## config.mk

```make
export PLATFORM = sky130hd
export DESIGN_NAME = lcd_4bit_command_sequencer
export DESIGN_NICKNAME = d
export VERILOG_FILES = /design/src/rtl/lcd4_pkg.sv /design/src/rtl/lcd4_strobe_out.sv /design/src/rtl/lcd_4bit_command_sequencer.sv
export SDC_FILE = /design/constraint.sdc
export NUM_CORES = 1
export LEC_CHECK = 0
export ABC_CLOCK_PERIOD_IN_PS = 3850
export BUFFER_PORTS_ARGS = -buffer_cell sky130_fd_sc_hd__buf_2
export CORE_MARGIN = 8
export CORE_UTILIZATION = 61
export CTS_CLUSTER_DIAMETER = 60
export DETAILED_ROUTE_END_ITERATION = 12
export HOLD_SLACK_MARGIN = 0.08
export PLACE_DENSITY = 0.85
export REMOVE_ABC_BUFFERS = 1
export SLEW_MARGIN = 0
export SYNTH_ARGS = -nofsm -noshare
export SYNTH_HDL_FRONTEND = slang
export SYNTH_SLANG_ARGS = --single-unit
```

## constraint.sdc

```tcl
create_clock -name aclk -period 3.85 [get_ports aclk]
set_clock_uncertainty 0.1 [all_clocks]
set_input_delay 0.77 -clock aclk [delete_from_list [all_inputs] [get_ports aclk]]
set_output_delay 0.77 -clock aclk [all_outputs]
set_load 0.05 [all_outputs]
```

## src/rtl/lcd4_pkg.sv

```systemverilog
package lcd4_pkg;

    // Display geometry and DDRAM row bases.
    localparam int unsigned COLUMNS = 16;
    localparam logic [7:0] ROW0_BASE = 8'h80;
    localparam logic [7:0] ROW1_BASE = 8'hC0;
    localparam logic [7:0] ROW0_END = 8'(ROW0_BASE + COLUMNS);
    localparam logic [7:0] ROW1_END = 8'(ROW1_BASE + COLUMNS);
    localparam logic [6:0] COLUMN_LIMIT = 7'(COLUMNS);

    // Pauses in microseconds.
    localparam int unsigned WAIT_BYTE_US_I = 40;
    localparam int unsigned WAIT_CLEAR_US_I = 1600;
    localparam int unsigned WAIT_INIT1_US_I = 4000;
    localparam int unsigned WAIT_INIT2_US_I = 100;
    localparam int unsigned WAIT_POWERUP_US_I = 15000;

    localparam logic [13:0] WAIT_BYTE_US = 14'(WAIT_BYTE_US_I);
    localparam logic [13:0] WAIT_CLEAR_US = 14'(WAIT_BYTE_US_I + WAIT_CLEAR_US_I);
    localparam logic [13:0] WAIT_INIT1_US = 14'(WAIT_BYTE_US_I + WAIT_INIT1_US_I);
    localparam logic [13:0] WAIT_INIT2_US = 14'(WAIT_BYTE_US_I + WAIT_INIT2_US_I);
    localparam logic [13:0] WAIT_POWERUP_US = 14'(WAIT_POWERUP_US_I);

    // Controller command bytes.
    localparam logic [7:0] CMD_FUNC_8BIT = 8'h03;
    localparam logic [7:0] CMD_FUNC_4BIT = 8'h02;
    localparam logic [7:0] CMD_FUNC_2LINE = 8'h28;
    localparam logic [7:0] CMD_DISPLAY_OFF = 8'h08;
    localparam logic [7:0] CMD_CLEAR = 8'h01;
    localparam logic [7:0] CMD_ENTRY_MODE = 8'h06;
    localparam logic [7:0] CMD_DISPLAY_ON = 8'h0E;
    localparam logic [7:0] CMD_CURSOR_SHIFT = 8'h10;

    // Script steps: initialize runs all of them, clear runs the clear pair only.
    localparam logic [3:0] STEP_FIRST = 4'd0;
    localparam logic [3:0] STEP_CLEAR_FIRST = 4'd6;
    localparam logic [3:0] STEP_CLEAR_LAST = 4'd7;
    localparam logic [3:0] STEP_INIT_LAST = 4'd12;

    typedef enum logic [1:0] {
        OP_WRITE = 2'd0,
        OP_SET   = 2'd1,
        OP_CLEAR = 2'd2,
        OP_INIT  = 2'd3
    } op_t;

    typedef struct packed {
        logic [7:0]  data;
        logic        rs;
        logic [13:0] before_us;
        logic [13:0] after_us;
        logic        last;
    } lcd4_byte_t;

    function automatic lcd4_byte_t script_entry(input logic [3:0] idx);
        lcd4_byte_t b;
        b.rs = 1'b0;
        b.before_us = '0;
        b.last = 1'b0;
        b.after_us = WAIT_BYTE_US;
        case (idx)
            4'd0: begin
                b.data = CMD_FUNC_8BIT;
                b.after_us = WAIT_INIT1_US;
            end
            4'd1: begin
                b.data = CMD_FUNC_8BIT;
                b.after_us = WAIT_INIT2_US;
            end
            4'd2: b.data = CMD_FUNC_8BIT;
            4'd3: b.data = CMD_FUNC_4BIT;
            4'd4: b.data = CMD_FUNC_2LINE;
            4'd5: b.data = CMD_DISPLAY_OFF;
            4'd6: begin
                b.data = CMD_CLEAR;
                b.after_us = WAIT_CLEAR_US;
            end
            4'd7: begin
                b.data = ROW0_BASE;
                b.after_us = WAIT_CLEAR_US;
            end
            4'd8: b.data = CMD_ENTRY_MODE;
            4'd9: b.data = ROW0_BASE;
            4'd10: b.data = CMD_DISPLAY_ON;
            4'd11: b.data = CMD_CURSOR_SHIFT;
            default: b.data = ROW0_BASE;
        endcase
        return b;
    endfunction

endpackage

```

## src/rtl/lcd4_strobe_out.sv

```systemverilog
module lcd4_strobe_out
    import lcd4_pkg::*;
(
    input  logic        aclk,
    input  logic        aresetn,
    input  logic        byte_valid,
    output logic        byte_ready,
    input  lcd4_byte_t  byte_in,
    output logic        m_tvalid,
    input  logic        m_tready,
    output logic [31:0] m_tdata,  // nibble[3:0], wait_before_us[17:4], wait_after_us[31:18]
    output logic        m_tuser,  // register_select
    output logic        m_tlast
);

    typedef enum logic [2:0] {
        OS_IDLE = 3'b001,
        OS_HI   = 3'b010,
        OS_LO   = 3'b100
    } os_state_t;

    os_state_t   state_reg, state_next;
    lcd4_byte_t  hold_reg, hold_next;
    logic        valid_reg, valid_next;
    logic [31:0] data_reg, data_next;
    logic        user_reg, user_next;
    logic        last_reg, last_next;
    logic        slot_free;

    assign slot_free  = !valid_reg || m_tready;
    assign byte_ready = (state_reg == OS_IDLE);

    always_comb begin
        state_next = state_reg;
        hold_next  = hold_reg;
        valid_next = valid_reg && !m_tready;
        data_next  = data_reg;
        user_next  = user_reg;
        last_next  = last_reg;
        case (state_reg)
            OS_IDLE: begin
                if (byte_valid) begin
                    hold_next  = byte_in;
                    state_next = OS_HI;
                end
            end
            OS_HI: begin
                if (slot_free) begin
                    valid_next = 1'b1;
                    data_next  = {14'd0, hold_reg.before_us, hold_reg.data[7:4]};
                    user_next  = hold_reg.rs;
                    last_next  = 1'b0;
                    state_next = OS_LO;
                end
            end
            OS_LO: begin
                if (slot_free) begin
                    valid_next = 1'b1;
                    data_next  = {hold_reg.after_us, 14'd0, hold_reg.data[3:0]};
                    user_next  = hold_reg.rs;
                    last_next  = hold_reg.last;
                    state_next = OS_IDLE;
                end
            end
            default: state_next = OS_IDLE;
        endcase
    end

    always_ff @(posedge aclk) begin
        if (!aresetn) begin
            state_reg <= OS_IDLE;
            valid_reg <= 1'b0;
        end else begin
            state_reg <= state_next;
            valid_reg <= valid_next;
        end
        hold_reg <= hold_next;
        data_reg <= data_next;
        user_reg <= user_next;
        last_reg <= last_next;
    end

    assign m_tvalid = valid_reg;
    assign m_tdata  = data_reg;
    assign m_tuser  = user_reg;
    assign m_tlast  = last_reg;

endmodule

```

## src/rtl/lcd_4bit_command_sequencer.sv

```systemverilog
// An accepted request passes the request registers (load state), the byte register
// (send state) and the hold and output registers of the nibble output stage; that stage
// takes a byte only while idle. Each byte goes out as two nibble words, and the next byte
// is loaded while they are sent. An out-of-range set-cursor column sends no byte.
// Reset (aresetn low at a clock edge) empties both stages and homes the cursor to row 0.
module lcd_4bit_command_sequencer
    import lcd4_pkg::*;
(
    input  logic        aclk,
    input  logic        aresetn,
    input  logic        s_tvalid,
    output logic        s_tready,
    input  logic [15:0] s_tdata,  // char_code[7:0], row[8], column[14:9], zero[15]
    input  logic [1:0]  s_tuser,  // operation
    output logic        m_tvalid,
    input  logic        m_tready,
    output logic [31:0] m_tdata,  // nibble[3:0], wait_before_us[17:4], wait_after_us[31:18]
    output logic        m_tuser,  // register_select
    output logic        m_tlast
);

    typedef enum logic [2:0] {
        ST_IDLE = 3'b001,
        ST_LOAD = 3'b010,
        ST_SEND = 3'b100
    } state_t;

    state_t      state_reg, state_next;
    op_t         op_reg, op_next;
    logic [7:0]  char_reg, char_next;
    logic        row_reg, row_next;
    logic [5:0]  col_reg, col_next;
    logic [3:0]  step_reg, step_next;
    logic [7:0]  cursor_reg, cursor_next;
    lcd4_byte_t  byte_reg, byte_next;

    lcd4_byte_t  load_byte;
    logic [7:0]  load_cursor;
    logic        load_skip;
    logic [7:0]  add_a, add_b, sum;
    logic        wrap_row1, wrap_row0;
    logic        byte_ready;

    // One shared adder serves the cursor increment and the set-cursor address.
    assign add_a = (op_reg == OP_SET) ? {1'b1, row_reg, 6'd0} : cursor_reg;
    assign add_b = (op_reg == OP_SET) ? {2'd0, col_reg} : 8'd1;
    assign sum = add_a + add_b;
    assign wrap_row1 = (sum >= ROW0_END) && (sum < ROW1_BASE);
    assign wrap_row0 = (sum >= ROW1_END);

    always_comb begin
        load_byte   = script_entry(step_reg);
        load_cursor = cursor_reg;
        load_skip   = 1'b0;
        case (op_reg)
            OP_WRITE: begin
                load_byte.before_us = '0;
                load_byte.after_us  = WAIT_BYTE_US;
                if (step_reg == STEP_FIRST) begin
                    load_byte.data = char_reg;
                    load_byte.rs   = 1'b1;
                    load_byte.last = !(wrap_row1 || wrap_row0);
                    if (wrap_row1) begin
                        load_cursor = ROW1_BASE;
                    end else if (wrap_row0) begin
                        load_cursor = ROW0_BASE;
                    end else begin
                        load_cursor = sum;
                    end
                end else begin
                    // Second byte moves the controller to the row the cursor wrapped to.
                    load_byte.data = cursor_reg;
                    load_byte.rs   = 1'b0;
                    load_byte.last = 1'b1;
                end
            end
            OP_SET: begin
                load_byte.data      = sum;
                load_byte.rs        = 1'b0;
                load_byte.before_us = '0;
                load_byte.after_us  = WAIT_BYTE_US;
                load_byte.last      = 1'b1;
                if ({1'b0, col_reg} < COLUMN_LIMIT) begin
                    load_cursor = sum;
                end else begin
                    load_skip = 1'b1;
                end
            end
            OP_CLEAR: begin
                load_cursor    = ROW0_BASE;
                load_byte.last = (step_reg == STEP_CLEAR_LAST);
            end
            OP_INIT: begin
                load_cursor    = ROW0_BASE;
                load_byte.last = (step_reg == STEP_INIT_LAST);
                if (step_reg == STEP_FIRST) begin
                    load_byte.before_us = WAIT_POWERUP_US;
                end
            end
            default: load_skip = 1'b1;
        endcase
    end

    always_comb begin
        state_next  = state_reg;
        op_next     = op_reg;
        char_next   = char_reg;
        row_next    = row_reg;
        col_next    = col_reg;
        step_next   = step_reg;
        cursor_next = cursor_reg;
        byte_next   = byte_reg;
        case (state_reg)
            ST_IDLE: begin
                if (s_tvalid) begin
                    op_next    = op_t'(s_tuser);
                    char_next  = s_tdata[7:0];
                    row_next   = s_tdata[8];
                    col_next   = s_tdata[14:9];
                    step_next  = (op_t'(s_tuser) == OP_CLEAR) ? STEP_CLEAR_FIRST : STEP_FIRST;
                    state_next = ST_LOAD;
                end
            end
            ST_LOAD: begin
                if (load_skip) begin
                    state_next = ST_IDLE;
                end else begin
                    cursor_next = load_cursor;
                    byte_next   = load_byte;
                    state_next  = ST_SEND;
                end
            end
            ST_SEND: begin
                if (byte_ready) begin
                    if (byte_reg.last) begin
                        state_next = ST_IDLE;
                    end else begin
                        step_next  = step_reg + 4'd1;
                        state_next = ST_LOAD;
                    end
                end
            end
            default: state_next = ST_IDLE;
        endcase
    end

    always_ff @(posedge aclk) begin
        if (!aresetn) begin
            state_reg  <= ST_IDLE;
            cursor_reg <= ROW0_BASE;
        end else begin
            state_reg  <= state_next;
            cursor_reg <= cursor_next;
        end
        op_reg   <= op_next;
        char_reg <= char_next;
        row_reg  <= row_next;
        col_reg  <= col_next;
        step_reg <= step_next;
        byte_reg <= byte_next;
    end

    assign s_tready = (state_reg == ST_IDLE);

    lcd4_strobe_out u_strobe_out (
        .aclk       (aclk),
        .aresetn    (aresetn),
        .byte_valid (state_reg == ST_SEND),
        .byte_ready (byte_ready),
        .byte_in    (byte_reg),
        .m_tvalid   (m_tvalid),
        .m_tready   (m_tready),
        .m_tdata    (m_tdata),
        .m_tuser    (m_tuser),
        .m_tlast    (m_tlast)
    );

endmodule
```

## Word-level counts from Yosys, hierarchy flattened

Cells that the tools add are included.

| storage, ports and cells | value |
|---|---|
| flip-flop bits (word level) | 146 |
| input port bits | 22 |
| output and inout port bits | 36 |

| operators by class | value |
|---|---|
| $add $sub $neg | 2 |
| order comparisons | 4 |
| equal/unequal tests | 29 |
| mux-type cells | 38 |
| bitwise gates (word level) | 1 |
| reductions and logical operators | 25 |

Operators by type and width:

| cell | number |
|---|---|
| 2-to-1 mux 32 bit | 2 |
| case mux 32 bit (2 select lines) | 1 |
| case mux 8 bit (8 select lines) | 1 |
| 2-to-1 mux 8 bit | 5 |
| case mux 12 bit (3 select lines) | 1 |
| case mux 8 bit (3 select lines) | 1 |
| 2-to-1 mux 3 bit | 7 |
| case mux 3 bit (3 select lines) | 2 |
| case mux 9 bit (2 select lines) | 1 |
| == test 4 x 3 -> 1 bit, second input constant | 4 |
| == test 4 bit, second input constant | 4 |
| >= comparator 8 bit, second input constant | 2 |
| 2-to-1 mux 14 bit | 1 |
| 2-to-1 mux 4 bit | 3 |
| AND reduction 2 bit | 5 |
| 2-to-1 mux 9 bit | 1 |
| adder 8 x 6 -> 8 bit | 1 |
| == test 4 x 2 -> 1 bit, second input constant | 2 |
| less-than comparator 8 bit, second input constant | 1 |
| != test 2 x 1 -> 1 bit, second input constant | 4 |
| != test 2 bit, second input constant | 4 |
| case mux 4 bit (2 select lines) | 1 |
| AND reduction 4 bit | 2 |
| OR reduction 2 bit | 4 |
| other kinds (22) | 39 |

## Logic depth before layout (Yosys ltp)

Gate-level depths: netlist (run 1).

| depth | value |
|---|---|
| depth in word-level cells | 9 |
| mapped depth | 10 |
| mapped depth without buffers | 9 |

## Hierarchy

A second synthesis (run 1) with hierarchy kept.

| unflattened totals | value |
|---|---|
| cell total of the unflattened synthesis | 362 |
| area, all modules | 5084.9 sq um |

Modules (own cells, without submodules):

| module | times used | cells each | area an instance (sq um) | sequential area each (sq um) |
|---|---|---|---|---|
| lcd4_strobe_out | 1 | 131 | 2650.0 | 2242.2 |
| lcd_4bit_command_sequencer | 1 | 231 | 2434.8 | 1331.3 |

## Worst setup path before layout (run 1)

OpenSTA, ideal clock, no wires.

| timing | value |
|---|---|
| path type | flip-flop to flip-flop |
| start | reg op_reg[1] |
| end | reg cursor_reg[6] |
| arrival time | 2249 ps |
| required time | 3671 ps |
| path slack | 1422 ps |
| stages on the path, launching flop included | 10 |
| path buffers | 1 |
| clock period less this slack | 2428 ps |
| path through | edfxtp_1 clkbuf_1 nand2b_1 and2_1 ha_1 and4_2 o21ai_0 o32ai_2 or4_1 o211ai_1 |

| on the way | value |
|---|---|
| cells in the longest elaborated chain, start to end | 8 |
| elaborated cells between the ends (all ways) | 22 |

RTL lines:

| item | RTL line | RTL |
|---|---|---|
| start: declaration | lcd_4bit_command_sequencer.sv:29 | `op_t op_reg, op_next;` |
| start signal: assignment | lcd_4bit_command_sequencer.sv:155 | `op_reg <= op_next;` |
| == test 2 x 1 -> 1 bit | lcd_4bit_command_sequencer.sv:45, lcd_4bit_command_sequencer.sv:46, lcd_4bit_command_sequencer.sv:55 |  |
| 2-to-1 mux 8 bit / 2-to-1 mux 6 bit (equally long branches) | lcd_4bit_command_sequencer.sv:45, lcd_4bit_command_sequencer.sv:46 |  |
| adder 8 x 6 -> 8 bit | lcd_4bit_command_sequencer.sv:47 | `assign sum = add_a + add_b;` |
| >= comparator 8 bit (tied with other cells) | lcd_4bit_command_sequencer.sv:49 | `assign wrap_row0 = (sum >= ROW1_END);` |
| 2-to-1 mux 8 bit / logical AND 1 bit (equally long branches) | lcd_4bit_command_sequencer.sv:65, lcd_4bit_command_sequencer.sv:48 |  |
| 2-to-1 mux 8 bit | lcd_4bit_command_sequencer.sv:63 | `if (wrap_row1) begin` |
| 2-to-1 mux 8 bit | lcd_4bit_command_sequencer.sv:59 | `if (step_reg == STEP_FIRST) begin` |
| case mux 8 bit (3 select lines) | lcd_4bit_command_sequencer.sv:55 | `case (op_reg)` |
| end signal: assignment | lcd_4bit_command_sequencer.sv:153 | `cursor_reg <= cursor_next;` |
| end: declaration | lcd_4bit_command_sequencer.sv:34 | `logic [7:0] cursor_reg, cursor_next;` |

Parallel ways exist; a longest one is shown, timed or not. The select of a mux whose other input is x is not followed.
A chain may end at the register's enable or synchronous reset.

==> flow_summary_export.csv, run 1 <==
group,metric,value,unit
route,drc_errors,0,
floorplan,dieArea,9090,sq um
setup_path,crit_family,"compound AO/OA/AOI/OAI gates",
global_route,grt_start_max_net_pins,18,
route,wl_per_cell,16.4,um
synth,synth_ff_type,"edfxtp_1",
setup_path,r2r_slack,0.85,ns
synth,synth_edf_count,66,
sta,rsz0062_at_grt,"false",
setup_path,crit_required,3.92,ns
power_and_ir_drop,leakage,1.58,nW
route,antenna_left,0,
setup_path,slowest_stage,"edfxtp_1",
final_layout,layout_commonest_cell,"edfxtp_1",
clock_tree,clockBufferDepth,2,
setup_path,startpoint_type,"register",
setup_path,critPathMaxFanout,16,
route,firstDrtPassIters,5,
placement,gp_congestion,0.933,
final_layout,fin_area,4210,sq um
run_status,status,"finished, final reports clean",
route,drtIter0Drc,178,
global_route,grt_pass1_vias,2424,
clock_tree,hold_buffers,0,
route,vias,2519,
synth,synth_area_leaders,"edfxtp_1 52%, dfxtp_1 7.8%, buf_4 4.3%",
global_route,grt_overflow_total,0,
sta,worst_slew_pin_slew,0.986,ns
floorplan,die_width,95.3,um
final_layout,num-nets-final,386,
synth,synth.largest_area_cell,"edfxtp_1",
synth,yosys_warnings,0,
sta,fin_crit,3.00,ns
clock_tree,clock_sinks,81,
synth,ys_seq_area_share,59.4,%
sta,slew_violations,0,
worst_hold_path,hold_path_class,"register to register",
sta,period_share,77.8,%
floorplan,start_util,61.9,%
clock_tree,clk_pin_slew,0.09,ns
final_layout,drive_gt1_share,22.0,%
clock_tree,htree_levels,3,
setup_path,crit_buf_inv,0,
floorplan,io_pins,58,
synth,synth_area,3840,sq um
run,cap_violations,0,
final_layout,synthToLayoutAreaGrowth,9.61,%
route,via_per_inst,5.71,
power_and_ir_drop,p_per_area,471,nW/um^2
placement,placed_cell_area,4010,sq um
clock_tree,clock_latency,0.34,ns
floorplan,core_area,6200,sq um
sta,setup_violations,0,
clock_tree,cts_made_buffers,9,
global_route,grtUsageTotal,17.0,%
placement,hpwl,5.28,mm
floorplan,dieHeight,95.3,um
global_route,grt_pass1_wl,11.7,mm
sta,slew_headroom,34.2,%
final_layout,antennaDiodeCount,0,
setup_path,arrival,3.06,ns
clock_tree,cts_root_buf,"clkbuf_8",
route,routed_wirelength,7.21,mm
final_layout,utilization,67.8,%
synth,yosys_register_bits,81,
sta,fmax,334,MHz
sta,finalHoldViolCount,0,
clock_tree,postCtsSetupBuffers,0,
clock_tree,cts_resized,0,
synth,syn_inst,324,
setup_path,slowest_delay,0.63,ns
final_layout,mostFrequentLayoutCells,"66 x edfxtp_1, 44 x buf_2, 25 x nor2_1",
synth,synth_top_area_share,51.6,%
power_and_ir_drop,power,1.98,mW
synth,synth.distinct_cells,54,
clock_tree,cts_tree,"done",
global_route,grt_antenna_before_repair,0,
sta,finalSetupTns,0,ns
synth,synthArstFlopShare,0,%
setup_path,worstSetupPathType,"register to register",
floorplan,std_cell_rows,29,
setup_path,worstPathCellList,"nand2b_1, and2_1, ha_1, a31oi_1, o21ai_0, o32ai_2, nor2_1, o221ai_1",
power_and_ir_drop,ir_worst_vdd,0.000361,V
setup_path,critPathCaptureType,"register",
synth,avgSynthCellArea,11.9,sq um
placement,portBuffers,44,
-- cells in the mapped netlist (all sizes together), types with 3 or more instances --
master	count
a21boi	6
clkbuf	9
dfxtp	15
nand3b	3
a21oi	12
mux2	5
nand2b	3
nor2b	7
or3	4
and2	13
nand2	20
o22ai	3
or3b	3
nand3	7
mux2i	7
edfxtp	66
nor2	25
xnor2	4
nor3	6
o21a	4
a31oi	5
inv	12
o21ai	21
buf	25
ha	5
a211oi	4
nor3b	5
-- report_power, final --
group | internal (mW) | switching, mW
Combinational | 0.0991 | 0.190
Clock | 0.305 | 0.323
Sequential | 1.01 | 0.0554
Total | 1.41 | 0.568
-- final timing paths --
kind | depth (start not counted) | start | end
worst max-delay path | 8 | op_reg[1]$_DFFE_PP_ | byte_reg[0]$_DFFE_PP_
worst min-delay path | 0 | byte_reg[29]$_DFFE_PP_ | u_strobe_out.hold_reg[29]$_DFFE_PP_
worst max register to register | 8 | op_reg[1]$_DFFE_PP_ | byte_reg[0]$_DFFE_PP_
worst min register to register | 0 | byte_reg[29]$_DFFE_PP_ | u_strobe_out.hold_reg[29]$_DFFE_PP_
-- layer usage --
| layer | global-route usage (%) | share of wire (%) |
|---|---|---|
| met1 | 21.0 | 42 |
| met2 | 28.0 | 48 |
| met5 | 0 | 0 |
| met3 | 5.04 | 9.2 |
| met4 | 5.07 | 1.0 |
-- logic make-up after synthesis --
kind of cell,after synthesis,synth area share (%)
compound gates,70,12.1
xor+xnor,5,1.14
fa+ha+maj,5,1.63
buf+inv,46,6.74
flops,81,59.4
mux,12,3.29
other cells,1,0.0977
simple gates,104,15.6
-- area by class of cell --
class,instances,area [sq um]
Clock buffer,9,124
Clock inverter,7,78.8
Fill cell,463,2000
Inverter,12,45.0
Multi-Input combinational cell,208,1340
Sequential cell,81,2280
Tap cell,77,96.3
Timing Repair Buffer,47,243
-- per-stage QoR --
stage               hold WS, ns  setup slack (ns)  instances
finish                    0.318             0.853        441
CTS                       0.321             0.951        441
detailed placement        0.305             0.976        425
global placement          0.303              1.03        425
floorplan                 0.300             0.562        301
global route              0.322             0.724        441
Power figures use the tool's default switching activity.
==> run 2, diff against run 1 <==
--- a/config.mk
+++ b/config.mk
@@ -5,14 +5,14 @@
 export SDC_FILE = /design/constraint.sdc
 export NUM_CORES = 1
 export LEC_CHECK = 0
-export ABC_CLOCK_PERIOD_IN_PS = 3850
+export ABC_CLOCK_PERIOD_IN_PS = 2600
 export BUFFER_PORTS_ARGS = -buffer_cell sky130_fd_sc_hd__buf_2
 export CORE_MARGIN = 8
-export CORE_UTILIZATION = 61
+export CORE_UTILIZATION = 51
 export CTS_CLUSTER_DIAMETER = 60
 export DETAILED_ROUTE_END_ITERATION = 12
 export HOLD_SLACK_MARGIN = 0.08
-export PLACE_DENSITY = 0.85
+export PLACE_DENSITY = 0.76
 export REMOVE_ABC_BUFFERS = 1
 export SLEW_MARGIN = 0
 export SYNTH_ARGS = -nofsm -noshare
==> constraint.sdc (replaced) <==
create_clock -name aclk -period 2.6 [get_ports aclk]
set_clock_uncertainty 0.1 [all_clocks]
set_input_delay 0.52 -clock aclk [delete_from_list [all_inputs] [get_ports aclk]]
set_output_delay 0.52 -clock aclk [all_outputs]
set_load 0.05 [all_outputs]
==> run 2 against run 1 <==
Largest cell class unchanged. Combinational power increased by 64%. Core utilization decreased by 8.8 points. Non-clock buffer count increased by 11. Largest power group unchanged.
==> flow_summary_export.csv, run 2 (synthesis results as in run 1) <==
group,metric,value,unit
clock_tree,cts_tree,"done",
run,cap_violations,0,
placement,hpwl,5.40,mm
placement,gp_congestion,0.867,
route,firstDrtPassIters,4,
clock_tree,clock_latency,0.35,ns
sta,worst_slew_pin_slew,0.905,ns
power_and_ir_drop,switching_share,29.9,%
worst_hold_path,hold_path_class,"input pin to register",
global_route,grt_pass1_wl,12.0,mm
clock_tree,clk_pin_slew,0.09,ns
setup_path,crit_required,2.78,ns
clock_tree,htree_levels,3,
sta,finalHoldViolCount,0,
clock_tree,cts_root_buf,"clkbuf_8",
setup_path,critPathMaxFanout,5,
route,drtIter0Drc,279,
sta,slew_headroom,39.5,%
power_and_ir_drop,p_int,2.03,mW
clock_tree,clockBufferDepth,2,
setup_path,worstSetupPathType,"register to register",
final_layout,fin_area,4300,sq um
run_status,status,"finished, final reports clean",
setup_path,startpoint_type,"register",
floorplan,std_cell_rows,31,
placement,placed_cell_area,4120,sq um
final_layout,layout_commonest_cell,"edfxtp_1",
clock_tree,hold_buffers,0,
floorplan,dieHeight,103,um
final_layout,antennaDiodeCount,0,
placement,portBuffers,44,
power_and_ir_drop,combPwrFrac,16.4,%
route,via_per_inst,5.45,
floorplan,die_width,103,um
sta,rsz0062_at_grt,"false",
final_layout,drive_gt1_share,24.3,%
floorplan,io_pins,58,
final_layout,synthToLayoutAreaGrowth,12.0,%
route,antenna_left,0,
route,routed_wirelength,7.38,mm
sta,slew_violations,0,
sta,setup_violations,0,
global_route,grt_antenna_before_repair,0,
final_layout,utilization,59.0,%
global_route,grt_start_max_net_pins,26,
global_route,grt_pass1_vias,2547,
floorplan,core_area,7290,sq um
final_layout,mostFrequentLayoutCells,"66 x edfxtp_1, 44 x buf_2, 25 x nor2_1",
floorplan,start_util,52.7,%
power_and_ir_drop,leakage,1.63,nW
sta,fmax,416,MHz
global_route,grtUsageTotal,15.1,%
sta,fin_crit,2.40,ns
clock_tree,clock_sinks,81,
power_and_ir_drop,ir_worst_vdd,0.000358,V
floorplan,dieArea,10600,sq um
setup_path,arrival,2.58,ns
route,wl_per_cell,15.6,um
setup_path,critPathCaptureType,"register",
power_and_ir_drop,power.switching,0.865,mW
power_and_ir_drop,pwr-share-seq,53.9,%
clock_tree,postCtsSetupBuffers,0,
power_and_ir_drop,power.share.clock,29.7,%
global_route,grt_overflow_total,0,
route,drc_errors,0,
power_and_ir_drop,p_per_area,673,nW/um^2
clock_tree,cts_made_buffers,9,
route,vias,2585,
sta,period_share,92.4,%
final_layout,num-nets-final,397,
-- run 2: changes by cell type in the layout (fill, tap and decap cells not counted) --
cell / change
buf_4: +11
clkinvlp_4: -2
inv_8: +2
bufinv_16: -1
clkinv_2: +1
o21ai_0: -1
o21ai_1: +1
-- run 2: cell type report --
cell class,instances,area (sq um)
fill,631,2990
sequential,81,2280
multi-input combinational,208,1340
timing repair buffer,58,325
clock buffer,9,124
tap,99,124
clock inverter,7,61.3
inverter,12,45.0
-- run 2: worst max-delay path, cell delays in order (launching register included) --
cell and delay [ns]:
edfxtp_1 0.42, nand2b_1 0.21, and2_1 0.19, ha_1 0.21, a31oi_1 0.23, o21ai_1 0.13, o32ai_2 0.38, buf_4 0.19
nand3b_1 0.10, a31oi_1 0.18
-- run 2: per-layer routing --
metal | global-route usage [%] | share of wire [%] | up-vias
met5 | 0 | 0 | -
met1 | 16.2 | 40 | 1195
met3 | 3.98 | 8.4 | 21
met2 | 25.4 | 48 | 113
li1 | - | - | 1256
met4 | 10.6 | 4.1 | 0
-- run 2: power by group through the flow --
stage / clock [mW] / sequential (mW) / combinational [mW]
floorplan: 0 / 1.58 / 0.317
global placement: 0 / 1.59 / 0.457
detailed placement: 0 / 1.59 / 0.469
CTS: 0.882 / 1.56 / 0.469
global route: 0.931 / 1.57 / 0.523
finish: 0.859 / 1.56 / 0.474
-- run 2: worst paths after layout --
check / from / end / slack, ns / cells past startpoint
setup / recovery: op_reg[1]$_DFFE_PP_ / cursor_reg[0]$_SDFFE_PN0P_ / 0.20 / 9
hold / removal: s_tdata[9] / col_reg[0]$_DFFE_PP_ / 0.23 / 1
setup reg to reg: op_reg[1]$_DFFE_PP_ / cursor_reg[0]$_SDFFE_PN0P_ / 0.20 / 9
hold reg to reg: u_strobe_out.hold_reg[29]$_DFFE_PP_ / u_strobe_out.m_tuser$_DFFE_PP_ / 0.32 / 0
-- run 2: metrics by stage --
stage	setup slack [ns]	power (mW)	hold slack [ns]	setup TNS (ns)	cells
CTS	0.134	2.91	0.219	0	474
finish	0.199	2.89	0.235	0	474
floorplan	-0.438	1.90	0.300	-3.42	301
global route	0.0346	3.02	0.216	0	474
global placement	0.267	2.04	0.301	0	458
detailed placement	0.146	2.06	0.305	0	458
-- run 2: what timing repair did --
action,4_1_cts,5_1_grt
endpoints found under the setup margin,0,2
gates resized for setup,0,1
endpoints found under the hold margin,0,0
